--- src/hdl/hnls_pkg.sv ---
// Shared types and constants for the hot/normal lane scheduler.
// No dependencies; imported by every module of the block.

package hnls_pkg;

   // Default lane geometry and task id width
   localparam int HOT_DEPTH_DEF    = 256;
   localparam int NORMAL_DEPTH_DEF = 256;
   localparam int TASK_ID_BITS_DEF = 16;

   // Result occupancy fields are fixed at 9 bits (wrap above 511)
   localparam int COUNT_BITS = 9;

   // Configuration registers
   localparam int CFG_BITS     = 8;
   localparam int CSR_ADDR_BITS = 5;
   localparam int CSR_DATA_BITS = 32;

   localparam logic [2:0] REG_HOT_MARGIN             = 3'd0;
   localparam logic [2:0] REG_CAP_CALM               = 3'd1;
   localparam logic [2:0] REG_CAP_CALM_CONTENDED     = 3'd2;
   localparam logic [2:0] REG_CAP_PRESSURE           = 3'd3;
   localparam logic [2:0] REG_CAP_PRESSURE_CONTENDED = 3'd4;

   localparam logic [CFG_BITS-1:0] HOT_MARGIN_RST             = 8'd8;
   localparam logic [CFG_BITS-1:0] CAP_CALM_RST               = 8'd8;
   localparam logic [CFG_BITS-1:0] CAP_CALM_CONTENDED_RST     = 8'd4;
   localparam logic [CFG_BITS-1:0] CAP_PRESSURE_RST           = 8'd2;
   localparam logic [CFG_BITS-1:0] CAP_PRESSURE_CONTENDED_RST = 8'd1;

   // Item kinds
   localparam logic KIND_ENQUEUE = 1'b0;
   localparam logic KIND_DEQUEUE = 1'b1;

   // Hot streak saturates here
   localparam logic [7:0] STREAK_MAX = 8'd255;

   // Register file contents handed to the scheduling logic
   typedef struct packed {
      logic [CFG_BITS-1:0] hot_margin;
      logic [CFG_BITS-1:0] cap_calm;
      logic [CFG_BITS-1:0] cap_calm_contended;
      logic [CFG_BITS-1:0] cap_pressure;
      logic [CFG_BITS-1:0] cap_pressure_contended;
   } cfg_type;

   // Lane command from the scheduler
   typedef struct packed {
      logic push;
      logic pop;
   } lane_cmd_type;

   // Lane occupancy flags back to the scheduler
   typedef struct packed {
      logic empty;
      logic full;
   } lane_stat_type;

endpackage

--- src/hdl/hnls_csr.sv ---
// APB-style configuration register file for the lane scheduler.
// Depends on hnls_pkg for register codes, reset values and cfg_type.

module hnls_csr (
   input  logic                                clock,
   input  logic                                reset,
   input  logic                                psel,
   input  logic                                penable,
   input  logic                                pwrite,
   input  logic [hnls_pkg::CSR_ADDR_BITS-1:0]  paddr,
   input  logic [hnls_pkg::CSR_DATA_BITS-1:0]  pwdata,
   output logic [hnls_pkg::CSR_DATA_BITS-1:0]  prdata,
   output logic                                pready,
   output hnls_pkg::cfg_type                   cfg
);
   import hnls_pkg::*;

   cfg_type    cfg_ff;
   cfg_type    cfg_in;
   logic [2:0] reg_idx;
   logic       wr_en;

   assign reg_idx = paddr[CSR_ADDR_BITS-1:2];
   assign wr_en   = psel && penable && pwrite;
   assign pready  = 1'b1;

   // Write decode; unknown indexes are dropped
   always_comb begin
      cfg_in = cfg_ff;
      if (wr_en) begin
         unique case (reg_idx)
            REG_HOT_MARGIN:             cfg_in.hot_margin             = pwdata[CFG_BITS-1:0];
            REG_CAP_CALM:               cfg_in.cap_calm               = pwdata[CFG_BITS-1:0];
            REG_CAP_CALM_CONTENDED:     cfg_in.cap_calm_contended     = pwdata[CFG_BITS-1:0];
            REG_CAP_PRESSURE:           cfg_in.cap_pressure           = pwdata[CFG_BITS-1:0];
            REG_CAP_PRESSURE_CONTENDED: cfg_in.cap_pressure_contended = pwdata[CFG_BITS-1:0];
            default:                    cfg_in = cfg_ff;
         endcase
      end
   end

   always_ff @(posedge clock) begin
      if (reset) begin
         cfg_ff.hot_margin             <= HOT_MARGIN_RST;
         cfg_ff.cap_calm               <= CAP_CALM_RST;
         cfg_ff.cap_calm_contended     <= CAP_CALM_CONTENDED_RST;
         cfg_ff.cap_pressure           <= CAP_PRESSURE_RST;
         cfg_ff.cap_pressure_contended <= CAP_PRESSURE_CONTENDED_RST;
      end else begin
         cfg_ff <= cfg_in;
      end
   end

   // Read mux
   always_comb begin
      unique case (reg_idx)
         REG_HOT_MARGIN:             prdata = CSR_DATA_BITS'(cfg_ff.hot_margin);
         REG_CAP_CALM:               prdata = CSR_DATA_BITS'(cfg_ff.cap_calm);
         REG_CAP_CALM_CONTENDED:     prdata = CSR_DATA_BITS'(cfg_ff.cap_calm_contended);
         REG_CAP_PRESSURE:           prdata = CSR_DATA_BITS'(cfg_ff.cap_pressure);
         REG_CAP_PRESSURE_CONTENDED: prdata = CSR_DATA_BITS'(cfg_ff.cap_pressure_contended);
         default:                    prdata = '0;
      endcase
   end

   assign cfg = cfg_ff;

endmodule

--- config.mk ---
export PLATFORM = sky130hd
export DESIGN_NAME = hnls_csr
export DESIGN_NICKNAME = d
export VERILOG_FILES = /design/src/hdl/hnls_pkg.sv /design/src/hdl/hnls_csr.sv
export SDC_FILE = /design/constraint.sdc
export NUM_CORES = 1
export LEC_CHECK = 0
export BUFFER_PORTS_ARGS = -buffer_cell sky130_fd_sc_hd__buf_2
export CORE_ASPECT_RATIO = 1.5
export CORE_MARGIN = 1.5
export CORE_UTILIZATION = 49
export CTS_CLUSTER_DIAMETER = 30
export DETAILED_ROUTE_END_ITERATION = 10
export GPL_TIMING_DRIVEN = 0
export PLACE_DENSITY = 0.86
export SLEW_MARGIN = 10
export SYNTH_ARGS = -nofsm -noshare
export SYNTH_HDL_FRONTEND = slang
export SYNTH_SLANG_ARGS = --single-unit
--- constraint.sdc ---
create_clock -name clock -period 2.9 [get_ports clock]
set_clock_uncertainty 0.2 [all_clocks]
set_input_delay 0.145 -clock clock [delete_from_list [all_inputs] [get_ports clock]]
set_output_delay 0.145 -clock clock [all_outputs]
set_load 0.02 [all_outputs]
==> results of run 1 <==
placed cells by master (no fill, tap or decap):
cell type       n
dfxtp_1        40
nand4_4         1
buf_2          65
a22oi_1         1
conb_1         25
mux2_2          3
and3_1          1
nor2b_1         8
dlygate4sd3_1   4
nand4b_4        1
a21oi_1         1
buf_4          25
nor3b_4         1
nand2_2         1
or2_1           1
o21ai_0        16
mux2i_1        43
a211o_1         1
o21a_1          2
clkbuf_1        5
mux2_4          2
o2bb2ai_1       2
o22ai_1         1
nand2b_1       38
nand3b_2        1
nand3_2         1
nor3_1          2
and4b_2         1
nor2_1         16
clkbuf_8        5
a221o_1         4
buf_6           4
and3b_1         1
final cells by class:
type | instances | share of cell area [%]
Sequential cell | 40 | 28.7
Clock buffer | 5 | 2.46
Buffer | 37 | 9.54
Multi-Input combinational cell | 175 | 44.7
Timing Repair Buffer | 66 | 12.5
Tap cell | 46 | 2.06
power by group:
part / internal (mW) / switching, mW / total (mW)
sequential: 0.553 / 0.00324 / 0.556
combinational: 0.0725 / 0.102 / 0.175
clock: 0.155 / 0.178 / 0.333
total: 0.781 / 0.284 / 1.06
worst max-delay path: cells and delay by family, from the launching register on:
| family | cells | cell delay [ps] |
|---|---|---|
| flip-flops | 1 | 340 |
| buffers and inverters | 1 | 160 |
| AO/OA/AOI/OAI | 1 | 330 |
| multiplexers | 1 | 270 |
logic make-up after synthesis:
kind of cell	count (synthesis)	synth area share (%)
simple gates	74	21.6
buf+inv	37	11.9
mux	48	22.2
other cells	2	0.337
compound gates	28	8.08
flops	40	35.9
per-stage QoR:
stage	hold slack (ps)	utilization [%]	instance area, um2
4_1_cts	35.2	64.7	2790
3_3_place_gp	213	62.2	2690
6_report	26.3	64.7	2790
3_5_place_dp	233	62.2	2690
5_1_grt	22.0	64.7	2790
2_1_floorplan	106	-	2320
how the worst min path moves through the flow:
stage,endpoint,cells past startpoint,slack [ps]
floorplan,cfg[18]$_SDFFE_PP1P_,2,110
global placement,cfg[18]$_SDFFE_PP1P_,3,210
detailed placement,cfg[9]$_SDFFE_PP1P_,3,230
CTS,cfg[12]$_SDFFE_PP0P_,3,40
global route,cfg[12]$_SDFFE_PP0P_,3,20
finish,cfg[12]$_SDFFE_PP0P_,3,30
routing by layer:
layer | up-vias | global-route usage, % | share of wire, %
li1 | 928 | - | -
met1 | 885 | 25.0 | 38
met2 | 66 | 43.5 | 54
met3 | 9 | 5.88 | 5.6
met4 | 0 | 10.4 | 2.2
met5 | - | 0 | 0
==> run summary, run 1 <==
DP Wirelength: 4140 um
All-Layer GR Usage: 23.8%
Layout Cells excl Fill: 369
Number of global-route vias before repair: 1848
H-tree levels: 2
Drt drc: 9
Synthesized flop and latch total: 40
Row count: 29
Synth Cell Area: 0.00223 mm2
Ys flop type: dfxtp_1
Status: finished, violations left
Number of enable flip-flop cells after synthesis: 0
Final setup fails: 0
GP Congestion: 0.794
Max Fclk: 576 MHz
CTS Buf Count: 5
Setup ws final: 1160 ps
Multi-input gate area: 0.00125 mm2
Max Cap Viol: 0
CP max stage delay: 340 ps
DRT iter0 DRCs: 42
Post-CTS sizing: 0
RSZ-0062 raised after global routing: no
Worst skew pair latency: 290 ps
Worst EP required: 2560 ps
Layout overhead on the synthesized area: 25.2%
Peak VDD IR: 0.327 mV
Clk root buf: clkbuf_8
ANT nets after route: 0
Port Buffers: 62
Yosys warning count: 0
Die area: 0.00497 mm2
Dpl ws: 1310 ps
Post-synthesis cell count: 229
Slowest-stage cell, CP: dfxtp_1
Initial Util: 51.7%
Setup slack, reg-to-reg: 1920 ps
Post-synth ARST share: 0%
Share of layout cells above drive strength 1: 34.4%
Violated checks: DRC
Synth top area cells: dfxtp_1 (36%), mux2i_1 (19%), nand2b_1 (11%), buf_4 (8.4%), o21ai_0 (3.6%)
Top-count cell post-synth: mux2i_1
Chip width: 58.1 um
CP Class: flip-flop to output pin
Largest net degree at the start of global routing: 11
Post-synth top cells: mux2i_1 (43), dfxtp_1 (40), nand2b_1 (38)
Vias: 1888
Crit path time final: 1740 ps
Critical-path cell list: mux2_2, a221o_1, buf_2
Pwr dens: 381 mW/mm2
Sequential-to-total area share from yosys stat: 35.9%
Mean routed wirelength per cell: 15.3 um
DR vias/cell: 5.12
Crit share post-route: 59.8%
Final TNS setup: 0 ps
Lkg Pwr: 1.52 nW
Ports: 115
Core Area: 0.00432 mm2
Worst-path clk slew: 70 ps
Critical path arrival: 1390 ps
Worst Setup EP: prdata[7]
Post-CTS setup buffer count: 0
Antenna Cells: 0
# fillers: 386
Final Hold Fails: 0
Netlist cell types: 31
Grt ovf: 0
Slew Viols, Final: 0
Worst Hold Class: input port to flip-flop
Clock sink count: 40
Crit path from: cfg[39]$_SDFFE_PP0P_
Worst reg2reg endpoint: cfg[23]$_SDFFE_PP0P_
First-pass GRT wire length: 8950 um
Hold Startpoint: pwdata[4]
Crit. End Element: output pin
Final wirelength: 5650 um
Post-synth top area share: 35.9%
Initial antenna violation count: 0
Crit path max fanout: 3
Reg2reg path depth: 3
Largest area contributor in the netlist: dfxtp_1
Total Power: 1.06 mW
Final Net Count: 367
Syn_area_per_cell: 9.74 um2
Reg-to-Reg Start: cfg[23]$_SDFFE_PP0P_
CTS tree: built
CTS Hold Bufs: 4
Register area: 801 um2
Crit start category: flip-flop
Die height: 85.6 um
Placed insts: 360
First-pass iteration count of the detailed router: 10
Number of flip-flops in the largest register: 40
Clk buf depth: 2
No activity file was read; power rests on OpenSTA's default activity.
==> run 2: changes to the inputs <==
Settings changed: CORE_UTILIZATION 49 to 45, PLACE_DENSITY 0.86 to 0.8.
Clock period 2.9 ns to 1.6 ns, I/O delays scaled along.
==> run summary, run 2 (synthesis gave the netlist of run 1 again) <==
Worst Hold Class: input port to flip-flop
Final Net Count: 378 (+3.0%)
Max-slew headroom: 64.7%
RSZ-0062 raised after global routing: yes
All-Layer GR Usage: 21.9% (-1.9 points)
Initial antenna violation count: 0 (unchanged)
Peak VDD IR: 0.715 mV (+120%)
Power share of the combinational group: 14.9% (-1.5 points)
Status: finished, violations left
Port Buffers: 62 (unchanged)
Commonest non-fill, non-tap cells in the layout: buf_2 (60), mux2i_1 (43), nand2b_1 (38)
Chip width: 60.5 um (+4.1%)
Reg2reg path depth: 4 (+1)
Crit path max fanout: 2 (-1)
Antenna Cells: 0 (unchanged)
Lkg Pwr: 1.62 nW (+6.3%)
Largest net degree at the start of global routing: 13 (+2)
Row count: 31 (+6.9%)
Clock sink count: 40 (unchanged)
Net Sw Frac: 24.5% (-2.1 points)
Worst Hold Depth: 3 (unchanged)
Worst EP required: 1320 ps (-1240 ps)
CP Class: flip-flop to output pin
CTS Buf Count: 5 (unchanged)
Share of layout cells above drive strength 1: 39.5% (+5.1 points)
DRT iter0 DRCs: 58 (+38%)
Final TNS setup: -52.2 ps (-52.2 ps)
Worst-path clk slew: 80 ps (about the same)
Initial Util: 46.4% (-5.3 points)
Reg power frac: 44.8% (-7.5 points)
Crit start category: flip-flop
Critical path arrival: 1350 ps (-40 ps)
Pwr dens: 742 mW/mm2 (+95%)
Crit share post-route: 102%
Final wirelength: 5800 um (+2.6%)
DP Wirelength: 4240 um (+2.3%)
Most common cell after layout, fill and taps aside: buf_2
Worst-Margin Slew: 526 ps
Number of flip-flops in the largest register: 40 (unchanged)
Mean routed wirelength per cell: 14.4 um (-6.1%)
Final Hold Fails: 0 (unchanged)
DR vias/cell: 4.89 (-4.4%)
Grt ovf: 0 (unchanged)
Worst skew pair latency: 280 ps (about the same)
Switch Pwr: 0.552 mW (+94%)
Clock group share of total power: 40.3% (+9.0 points)
H-tree levels: 2 (unchanged)
Die height: 89.2 um (+4.2%)
Vias: 1972 (+4.4%)
First-pass GRT wire length: 8780 um (-1.9%)
ANT nets after route: 0 (unchanged)
Pint: 1.70 mW (+120%)
Core Area: 0.00481 mm2 (+11%)
Layout overhead on the synthesized area: 35.9%
CTS tree: built
Violated checks: setup timing
Max Fclk: 612 MHz
Die area: 0.00540 mm2 (+8.5%)
First-pass iteration count of the detailed router: 4 (-6)
Clk root buf: clkbuf_8
Min Hold Slack: 27.6 ps (+1.34 ps)
GP Congestion: 0.798 (+0.50%)
Setup ws final: -33.1 ps (-1200 ps)
Slew Viols, Final: 0 (unchanged)
Final setup fails: 2 (+2)
Ports: 115 (unchanged)
Number of global-route vias before repair: 1828 (-1.1%)
Max Cap Viol: 0 (unchanged)
Clk buf depth: 2 (unchanged)
Drt drc: 0 (-9)
Crit. End Element: output pin
Crit path time final: 1630 ps
run 2: cell count changes in the layout (fill, tap and decap cells not counted), sizes merged:
| cell | delta |
|---|---|
| clkbuf | +2 |
| dlygate4sd3 | +4 |
| buf | +7 |
| bufinv | +1 |
run 2: per-layer routing:
layer | routed length (um) | global-route usage, % | share of wire, % | vias to the layer above
li1 | - | - | - | 954
met5 | 0 | 0 | 0 | -
met2 | 3040 | 39.6 | 52 | 77
met4 | 117 | 7.71 | 2.0 | 0
met3 | 334 | 3.76 | 5.8 | 10
met1 | 2310 | 25.5 | 40 | 931
run 2: power by group through the flow:
stage	clock, mW	combinational [mW]	sequential (mW)
finish	0.905	0.335	1.01
global route	0.956	0.360	1.01
CTS	0.915	0.331	1.01
detailed placement	0	0.307	1.03
global placement	0	0.303	1.03
floorplan	0	0.221	1.04
run 2: final cells by class:
cell class / instances / area, um2
Sequential cell: 40 / 813
Buffer: 37 / 267
Multi-Input combinational cell: 175 / 1270
Timing Repair Buffer: 77 / 474
Clock buffer: 7 / 96.3
Tap cell: 66 / 82.6
Fill cell: 412 / 1780
Clock inverter: 1 / 30.0
run 2: final timing paths:
kind / to / start / slack [ps]
setup / recovery: prdata[7] / cfg[23]$_SDFFE_PP0P_ / -30
setup reg to reg: cfg[23]$_SDFFE_PP0P_ / cfg[23]$_SDFFE_PP0P_ / 550
hold / removal: cfg[32]$_SDFFE_PP0P_ / reset / 30
hold reg to reg: cfg[36]$_SDFFE_PP0P_ / cfg[36]$_SDFFE_PP0P_ / 280
run 2: per-stage QoR:
stage	setup slack (ps)	area, um2	util [%]	total power, mW	std cells
6_report	-33.1	3030	63.0	2.25	403
5_1_grt	-48.5	3030	63.0	2.32	403
4_1_cts	-28.7	3030	63.0	2.25	403
3_5_place_dp	118	2710	56.3	1.34	380
3_3_place_gp	146	2710	56.3	1.33	380
2_1_floorplan	266	2320	-	1.26	252
run 2: timing repair:
action / CTS / global route
buffers inserted: 7 / 0
pin swaps: 6 / 2
resized for setup: 22 / 2
endpoints found under the setup margin: 5 / 6
endpoints found under the hold margin: 37 / 0
hold buffers: 8 / 0
run 2: worst max-delay path, stage by stage (launching register included):
cell     delay [ps]
dfxtp_2         330
mux2_2          260
a221o_1         320
buf_6           140
==> run 3: changes to the inputs <==
Settings changed: CELL_PAD_IN_SITES_DETAIL_PLACEMENT set to 0, CELL_PAD_IN_SITES_GLOBAL_PLACEMENT set to 1, CORE_UTILIZATION 45 to 29, PLACE_DENSITY 0.8 to unset, PLACE_DENSITY_LB_ADDON set to 0.1.
Clock period 1.6 ns to 1.4 ns, I/O delays scaled along.
==> run summary, run 3 (synthesis gave the netlist of run 1 again) <==
Status: finished, violations left
Violated checks: setup timing
Die area: 0.00824 mm2 (+53%)
First-pass GRT wire length: 10200 um (+16%)
Total Power: 2.96 mW (+32%)
Layout Cells excl Fill: 447 (+11%)
Final setup fails: 7 (+5)
Final Hold Fails: 0 (unchanged)
Design area: 0.00324 mm2 (+6.7%)
Mean routed wirelength per cell: 14.9 um (+3.9%)
Setup ws final: -204 ps (-171 ps)
Max Cap Viol: 0 (unchanged)
Crit share post-route: 115%
DR vias/cell: 4.36 (-11%)
Pwr dens: 915 mW/mm2 (+23%)
Initial Util: 29.7% (-17 points)
Share of layout cells above drive strength 1: 43.8% (+4.3 points)
Worst skew pair latency: 280 ps (about the same)
Vias: 1951 (-1.1%)
DRT iter0 DRCs: 79 (+36%)
Crit. End Element: output pin
Clk root buf: clkbuf_16
Final TNS setup: -943 ps (-890 ps)
Die height: 110 um (+24%)
Crit path max fanout: 2 (unchanged)
Number of global-route vias before repair: 1876 (+2.6%)
Final Net Count: 386 (+2.1%)
Switch Pwr: 0.701 mW (+27%)
CTS tree: built
First-pass iteration count of the detailed router: 4 (unchanged)
Antenna Cells: 0 (unchanged)
Core Util, Final: 43.1% (-20 points)
Clock group share of total power: 47.5% (+7.2 points)
Initial antenna violation count: 0 (unchanged)
Worst Hold Class: input port to flip-flop
Layout overhead on the synthesized area: 45.0%
Peak VDD IR: 0.509 mV (-29%)
Number of flip-flops in the largest register: 40 (unchanged)
All-Layer GR Usage: 16.9% (-5.0 points)
Power share of the combinational group: 13.6% (-1.3 points)
Slew Viols, Final: 0 (unchanged)
ANT nets after route: 0 (unchanged)
Worst EP required: 1130 ps (-190 ps)
# fillers: 784 (+90%)
Net Sw Frac: 23.7% (-0.87 points)
Clock sink count: 40 (unchanged)
Grt ovf: 0 (unchanged)
Min Hold Slack: 40.0 ps (+12.4 ps)
Critical path arrival: 1330 ps (-20 ps)
Worst-path clk slew: 60 ps (-20 ps)
Dpl ws: -124 ps (-242 ps)
Reg power frac: 38.9% (-5.9 points)
Commonest non-fill, non-tap cells in the layout: buf_2 (57), mux2i_1 (43), buf_4 (40)
DP Wirelength: 4730 um (+12%)
Max Fclk: 624 MHz
Worst-Margin Slew: 539 ps (+13.1 ps)
Chip width: 74.6 um (+23%)
CP Class: flip-flop to output pin
Drt drc: 0 (unchanged)
Port Buffers: 62 (unchanged)
Max-slew headroom: 64.1% (-0.61 points)
GP Congestion: 0.736 (-7.7%)
Ports: 115 (unchanged)
Crit start category: flip-flop
Crit path time final: 1600 ps
H-tree levels: 2 (unchanged)
Largest net degree at the start of global routing: 13 (unchanged)
Lkg Pwr: 1.70 nW (+5.0%)
Dpl cell area: 0.00276 mm2 (+1.7%)
RSZ-0062 raised after global routing: yes
Core Area: 0.00751 mm2 (+56%)
Final wirelength: 6680 um (+15%)
Setup slack, reg-to-reg: 300 ps (-250 ps)
Clk buf depth: 2 (unchanged)
Row count: 39 (+26%)
Pint: 2.26 mW (+33%)
CTS Buf Count: 5 (unchanged)
Most common cell after layout, fill and taps aside: buf_2
Placed insts: 416 (+9.5%)
-- run 3: cell count changes in the layout (fill, tap and decap cells not counted), moves of 3 or more --
cell	delta
clkbuf_16	+5
buf_4	+8
buf_2	-3
dfxtp_2	+8
clkbuf_8	-5
dfxtp_1	-8
buf_6	+3
-- run 3: final cells by class --
type,instances,area (um2),share of cell area [%]
Timing Repair Buffer,85,553,17.1
Sequential cell,40,823,25.4
Multi-Input combinational cell,175,1280,39.6
Tap cell,102,128,3.94
Buffer,37,267,8.24
Clock buffer,7,153,4.72
Clock inverter,1,30.0,0.928
-- run 3: repair_timing --
item	CTS	global route
cloned	0	0
pin swaps	9	4
gates resized for setup	37	7
endpoints found under the setup margin	8	8
hold buffers	8	0
buffers inserted	14	1
hold endpoints to repair	36	0
-- run 3: worst paths after layout --
kind,to,cells after the start,from
min,cfg[32]$_SDFFE_PP0P_,3,reset
min reg2reg,cfg[10]$_SDFFE_PP0P_,2,cfg[10]$_SDFFE_PP0P_
max reg2reg,cfg[23]$_SDFFE_PP0P_,4,cfg[23]$_SDFFE_PP0P_
max,prdata[7],3,cfg[23]$_SDFFE_PP0P_
-- run 3: power by group through the flow --
stage,sequential [mW],combinational (mW),clock [mW]
floorplan,1.19,0.253,0
global placement,1.18,0.362,0
detailed placement,1.18,0.362,0
CTS,1.15,0.399,1.43
global route,1.15,0.433,1.49
finish,1.15,0.402,1.41
-- run 3: worst max-delay path: stages, from the launching register on --
cell and delay (ps):
dfxtp_2 320, mux2_4 250, a221o_1 330, buf_6 140
-- run 3: per-layer routing --
| metal | routed length (um) | vias to the layer above | share of wire, % | track usage (%) |
|---|---|---|---|---|
| li1 | - | 965 | - | - |
| met1 | 2880 | 903 | 43 | 21.6 |
| met2 | 3280 | 71 | 49 | 27.4 |
| met3 | 347 | 12 | 5.2 | 3.38 |
| met4 | 175 | 0 | 2.6 | 6.18 |
| met5 | 0 | - | 0 | 0 |
